[config.mk]
export PLATFORM = sky130hd
export DESIGN_NAME = tcw_cmd_fifo
export DESIGN_NICKNAME = d
export VERILOG_FILES = /design/src/rtl/core/tcw_pkg.sv /design/src/rtl/core/tcw_cmd_fifo.sv
export SDC_FILE = /design/constraint.sdc
export NUM_CORES = 1
export LEC_CHECK = 0
export ABC_AREA = 1
export BUFFER_PORTS_ARGS = -buffer_cell sky130_fd_sc_hd__buf_4
export CAP_MARGIN = 25
export CORE_MARGIN = 3
export CORE_UTILIZATION = 48
export DETAILED_ROUTE_END_ITERATION = 12
export PLACE_DENSITY = 0.79
export SYNTH_ARGS = -nofsm -noshare
export SYNTH_HDL_FRONTEND = slang
export SYNTH_SLANG_ARGS = --single-unit
[constraint.sdc]
create_clock -name clk -period 1.9 [get_ports clk]
set_input_delay 0.19 -clock clk [delete_from_list [all_inputs] [get_ports clk]]
set_output_delay 0.19 -clock clk [all_outputs]
set_load 0.02 [all_outputs]
[src/rtl/core/tcw_pkg.sv]
`timescale 1ns / 1ps
// ----------------------------------------------------------------------------
// tcw_pkg - shared types and constants of the text console writer
// Screen geometry, field widths, byte codes, SGR codes and the command type
// that travels from the front end to the back end.
// ----------------------------------------------------------------------------
package tcw_pkg;

	// Screen geometry and escape parameter count
	localparam int COLUMNS    = 80;
	localparam int ROWS       = 30;
	localparam int MAX_PARAMS = 8;

	// Field widths, fixed by the port definition
	localparam int BYTE_W  = 8;
	localparam int ROW_W   = 5;
	localparam int COL_W   = 7;
	localparam int COLOR_W = 4;
	localparam int SLOT_W  = (MAX_PARAMS > 1) ? $clog2(MAX_PARAMS) : 1;

	// Configuration port
	localparam int CFG_IDX_W  = 1;
	localparam int CFG_DATA_W = COLOR_W;
	localparam logic [CFG_IDX_W-1:0] CFG_DEFAULT_FG = 1'd0;
	localparam logic [CFG_IDX_W-1:0] CFG_DEFAULT_BG = 1'd1;

	// Color values after reset
	localparam logic [COLOR_W-1:0] FG_RESET = 4'd8;
	localparam logic [COLOR_W-1:0] BG_RESET = 4'd0;

	// Result kinds
	localparam logic KIND_CELL   = 1'b0;
	localparam logic KIND_SCROLL = 1'b1;

	// Command queue
	localparam int FIFO_DEPTH = 4;
	localparam int FIFO_AW    = $clog2(FIFO_DEPTH);

	// Byte codes
	localparam logic [BYTE_W-1:0] CH_NUL     = 8'h00;
	localparam logic [BYTE_W-1:0] CH_BS      = 8'h08;
	localparam logic [BYTE_W-1:0] CH_NL      = 8'h0A;
	localparam logic [BYTE_W-1:0] CH_ESC     = 8'h1B;
	localparam logic [BYTE_W-1:0] CH_ZERO    = 8'h30;
	localparam logic [BYTE_W-1:0] CH_NINE    = 8'h39;
	localparam logic [BYTE_W-1:0] CH_SEMI    = 8'h3B;
	localparam logic [BYTE_W-1:0] CH_LBRACK  = 8'h5B;
	localparam logic [BYTE_W-1:0] CH_SGR_END = 8'h6D;

	// SGR codes
	localparam logic [BYTE_W-1:0] SGR_RESET      = 8'd0;
	localparam logic [BYTE_W-1:0] SGR_FG_DEFAULT = 8'd39;
	localparam logic [BYTE_W-1:0] SGR_BG_DEFAULT = 8'd49;
	localparam logic [BYTE_W-1:0] SGR_FG_FIRST   = 8'd30;
	localparam logic [BYTE_W-1:0] SGR_FG_LAST    = 8'd37;
	localparam logic [BYTE_W-1:0] SGR_BG_FIRST   = 8'd40;
	localparam logic [BYTE_W-1:0] SGR_BG_LAST    = 8'd47;

	// Byte classes found by the front end
	typedef enum logic [2:0] {
		CLS_BS,
		CLS_NL,
		CLS_ESC,
		CLS_DIGIT,
		CLS_BRACKET,
		CLS_SEP,
		CLS_SGR,
		CLS_OTHER
	} byte_cls_t;

	typedef struct packed {
		byte_cls_t         cls;
		logic [BYTE_W-1:0] text;
	} cmd_t;

endpackage

[src/rtl/core/tcw_cmd_fifo.sv]
`timescale 1ns / 1ps
// ----------------------------------------------------------------------------
// tcw_cmd_fifo - command queue between front and back end
// Small first-word-fall-through queue of classified commands.
// ----------------------------------------------------------------------------
module tcw_cmd_fifo import tcw_pkg::*; (
	input  logic clk,
	input  logic arst_n,
	input  logic push,
	input  cmd_t push_data,
	output logic full,
	input  logic pop,
	output logic head_vld,
	output cmd_t head
);

	cmd_t                 entry_q [FIFO_DEPTH];
	logic [FIFO_AW-1:0]   wr_ptr_q;
	logic [FIFO_AW-1:0]   rd_ptr_q;
	logic [FIFO_AW:0]     count_q;
	logic                 do_pop;

	assign full     = count_q == (FIFO_AW + 1)'(FIFO_DEPTH);
	assign head_vld = count_q != '0;
	assign head     = entry_q[rd_ptr_q];
	assign do_pop   = pop && head_vld;

	// pointers and fill count
	always_ff @(posedge clk or negedge arst_n) begin
		if (!arst_n) begin
			wr_ptr_q <= '0;
			rd_ptr_q <= '0;
			count_q  <= '0;
		end else begin
			if (push) begin
				wr_ptr_q <= wr_ptr_q + 1'b1;
			end
			if (do_pop) begin
				rd_ptr_q <= rd_ptr_q + 1'b1;
			end
			if (push && !do_pop) begin
				count_q <= count_q + 1'b1;
			end else if (!push && do_pop) begin
				count_q <= count_q - 1'b1;
			end
		end
	end

	always_ff @(posedge clk) begin
		if (push) begin
			entry_q[wr_ptr_q] <= push_data;
		end
	end

endmodule

Word level (Yosys, flattened, before mapping)
Memory sizes are Yosys's and may differ from the RTL's.
Cells that the tools add are included.
Storage, ports and cells
  memories kept: 1
  output and inout port bits: 13
  logic and storage cells: 20
  input port bits: 15
  bits in writable memories: 44
  register bits after elaboration: 7
Memories
  entry_q: depth 4, bits a word 11, rd ports 1, clocked after Yosys merged registers in 0, wr ports 1, RTL line tcw_cmd_fifo.sv:17  | cmd_t entry_q [FIFO_DEPTH];
Operators by class
  add/subtract/negate cells: 4
  equal/unequal tests: 1
  reductions and logical operators: 7
  mux-type cells: 4
Operators with widths (count)
  $mux 3: 2
  $add 2x1->2 const B: 2
  $add 3x1->3 const B: 1
  $eq 3x3->1 const B: 1
  $logic_and 1x1->1: 3
  $reduce_bool 3->1: 1
  $sub 3x1->3 const B: 1
  $logic_not 1->1: 2
  $mux 1: 2
  $reduce_bool 2->1: 1

Depth between registers and ports, before layout
  depth after elaboration: 5
  gate-level depth with buffers: 11
  mapped depth without buffers: 11

Worst setup path after synthesis
Ideal clock, no wire load.
  path kind: flip-flop to flip-flop
  start: register count_q[0]
  end: register count_q[2]
  path buffers: 0
  cell stages (with the launch flop): 11
  required time: 1783 ps
  arrival: 1648 ps
  setup slack: 135 ps
  cells stage by stage: dfrtp_1 -> nor2_1 -> nand2_1 -> nand2_1 -> ha_1 -> inv_1 -> fa_1 -> nand2_1 -> nand3_1 -> nand2_1 -> nand2_1
Between the ends
  cells in the longest elaborated chain, start to end: 5
  elaborated cells on any way between the ends: 10
Ends and longest elaborated chain
  start, declared: RTL line tcw_cmd_fifo.sv:20  | logic [FIFO_AW:0] count_q;
  start signal, assigned: RTL line tcw_cmd_fifo.sv:42  | count_q <= count_q + 1'b1;
  start signal, assigned: RTL line tcw_cmd_fifo.sv:44  | count_q <= count_q - 1'b1;
  $reduce_bool 3->1 (*): RTL line tcw_cmd_fifo.sv:24  | assign head_vld = count_q != '0;
  net head_vld: RTL line tcw_cmd_fifo.sv:13  | output logic head_vld,
  $logic_and 1x1->1 (*): RTL line tcw_cmd_fifo.sv:26  | assign do_pop = pop && head_vld;
  $logic_not 1->1: RTL line tcw_cmd_fifo.sv:41  | if (push && !do_pop) begin
  $logic_and 1x1->1: RTL line tcw_cmd_fifo.sv:41
  $mux 3 or $reduce_bool 2->1 (tied branches)
The timed path passes the listed nets; every way through them passes the cells marked *. The select of a mux whose other input is x is not followed.
A chain may end at the register's enable or synchronous reset.

Worst setup path after layout
  start: register count_q[0]
  end: register count_q[2]
Between the ends
  cells in the longest elaborated chain, start to end: 5
  elaborated cells on any way between the ends: 10
Ends and longest elaborated chain
  parallel branches: the longest is 5 deep, another holds $sub 3x1->3
Several ways; the timed one is not identified. The select of a mux whose other input is x is not followed.

==> qor.yml <==
route:
  drt_iter0_drc: 59
  vias: 1292
  drc_errors: 0
  routed_via_density: 4.875
  antenna_left: 0
  wl_per_cell_um: 12.57
  routed_wl_um: 3331
  drtPass1Iterations: 4
cells_and_area:
  final_cell_mix: "nand2_1 (52), edfxtp_1 (44), inv_1 (34)"
  fin_util_pct: 60.42
  layout.nets: 235
  drive_gt1_share_pct: 19.07
  diodes: 0
  fill_cells: 341
  stdcell_area_um2: 2539
  synthToLayoutAreaGrowth_pct: 16.08
  layout_commonest_cell: "nand2_1"
synthesis:
  ys_ff_latch: 51
  synthCells: 183
  synth_top_area_share_pct: 60.41
  syn-num-nets: 204
  yosysSeqAreaShare_pct: 68.42
  avgSynthCellArea_um2: 11.95
  ys_types: 18
  synth_area_leaders: "edfxtp_1 (60%), nand2_1 (9.1%), dfrtp_1 (8.0%), o211ai_1 (7.6%), inv_1 (5.8%)"
  yosys_warnings: 0
  syn_area_um2: 2187
  yosys.area.top_type: "edfxtp_1"
placement:
  place_ws_ps: 128.3
  place_area_um2: 2427
  port_buffers: 27
  dpl.hpwl_um: 2173
  gp_congestion: 0.7505
grt:
  track_usage_pct: 13.26
  gr-total-overflow: 0
  grt_pass1_vias: 1174
  grt_pass1_wl_um: 5223
  met3_usage_pct: 2.873
  grt_use_met2_pct: 22.83
  use_met1_pct: 15.34
  grt_max_degree: 23
  busiest_layer: "met2"
  antenna_found_initial: 0
sta:
  fin_crit_ps: 1799
  hold_viol: 0
  layout_setup_ws_ps: 100.6
  maxSlewViolCount: 0
  finalSetupTns_ps: 0
  skew_ps: 3.438
  setup_violations: 0
  finalCritPeriodShare_pct: 94.70
  maxSlewHeadroom_pct: 64.78
  worst_slew_pin_slew_ps: 527.7
  whs_ps: 81.97
  fmax_mhz: 555.8
floorplanning:
  die_w_um: 73.50
  fp-row-count: 23
  start_util_pct: 52.05
  die_h_um: 73.50
  coreArea_um2: 4202
  num_io_pins: 28
  dieArea_um2: 5402
cts:
  postCtsSetupRepairBufs: 0
  root_buffer: "clkbuf_8"
  htreeDepth: 2
  cts.sinks: 51
  clkTransAtPathRegs_ps: 90
  cts_buffer_depth: 2
  clk_latency_ps: 300
  cts_buffers: 5
  cts_tree: "built"
pwr:
  power_frac_comb_pct: 41.7
  seq_power_share_pct: 41.8
  vdd_ir_drop_max_mv: 0.7173
  net-switching-power_uw: 1459
  p_leak_uw: 0.001121
  swShare_pct: 38.00
  p_int_uw: 2380
  clockPowerShare_pct: 16.4
  p_per_area_nw_per_um2: 1512
setup_path:
  endpoint_kind: "flip-flop"
  cp-start-kind: "flip-flop"
  crit_arrival_ps: 1990
  required_ps: 2100
  crit_fanout: 5
  reg2reg_depth: 10
  crit_type: "flip-flop to flip-flop"
run:
  maxCapViolCount: 0
outcome:
  status: "completed"
worst_hold_path:
  hold_path_class: "input pin to flip-flop"
  hold_path_depth: 1
[cell type report]
type / instances / area, µm² / area share [%]
Clock buffer: 5 / 68.82 / 2.711
Sequential cell: 51 / 1498 / 58.99
Inverter: 35 / 131.4 / 5.175
Multi-Input combinational cell: 90 / 501.7 / 19.76
Timing Repair Buffer: 31 / 247.7 / 9.759
Clock inverter: 3 / 28.78 / 1.134
Tap cell: 50 / 62.56 / 2.464
[kinds of logic (layout without fill, tap and decap cells)]
family	after synthesis	after routing	share of synthesized area, %
adders and majority gates	6	6	3.776
and+or+nand+nor	59	59	10.47
buffers and inverters	42	74	8.752
xor gates and xnor gates	2	2	0.8011
AOI/OAI and AO/OA	23	23	7.780
DFF	51	51	68.42
[timing repair]
item                       4_1_cts  5_1_grt
hold buffers                     1        0
setup endpoints to repair        0        1
hold endpoints to repair         7        0
resized for setup                0        2
[synth_stat cells]
| master | instances |
|---|---|
| o211ai_1 | 22 |
| buf_6 | 4 |
| nand4_1 | 1 |
| xnor2_1 | 1 |
| edfxtp_1 | 44 |
| clkbuf_2 | 1 |
| nand3_1 | 3 |
| xor2_1 | 1 |
| nor2_1 | 1 |
| nor3_1 | 1 |
| nand2_1 | 53 |
| fa_1 | 1 |
| ha_1 | 5 |
| inv_1 | 34 |
| dfrtp_1 | 7 |
| o21ai_1 | 1 |
| inv_2 | 1 |
| buf_2 | 2 |
[state kept, by name, summed over array words and instances (netlist names)]
register,count
count_q,3
rd_ptr_q,2
entry_q,44
wr_ptr_q,2
[critical path, stage by stage (launching register included)]
cell and delay [ps]:
dfrtp_2 450, nor2_1 170, nand2_2 100, nand2_1 90
ha_1 160, inv_1 60, fa_1 390, nand2_1 100
nand3_1 70, nand2_1 60, nand2_1 50
[power groups by stage]
stage	Clock (µW)	Combinational [µW]	Sequential, µW
after CTS	644	1620	1600
after global placement	0	1570	1620
after floorplan	0	1100	1600
final	631	1600	1610
after detailed placement	0	1610	1620
after global routing	697	1790	1620
[metal layers]
metal,vias up,part of all wire [%]
li1,672,-
met1,588,42
met2,26,52
met3,6,3.0
met4,0,2.3
met5,-,0
[worst paths after layout]
| kind | start | endpoint | slack, ps |
|---|---|---|---|
| min in group asynchronous | arst_n | count_q[1] | 220 |
| worst min-delay path | push_data[6] | entry_q[0][6] | 80 |
| worst min register to register | count_q[2] | count_q[2] | 510 |
| max in group asynchronous | arst_n | count_q[0] | 1550 |
| worst max-delay path | count_q[0] | count_q[2] | 100 |
| worst max register to register | count_q[0] | count_q[2] | 100 |
[per-stage QoR]
| step | total power [µW] | cells |
|---|---|---|
| 3_3_place_gp | 3183 | 256 |
| 6_report | 3840 | 265 |
| 4_1_cts | 3861 | 265 |
| 5_1_grt | 4114 | 265 |
| 2_1_floorplan | 2707 | 183 |
| 3_5_place_dp | 3235 | 256 |
No activity file was read; power rests on OpenSTA's default activity.
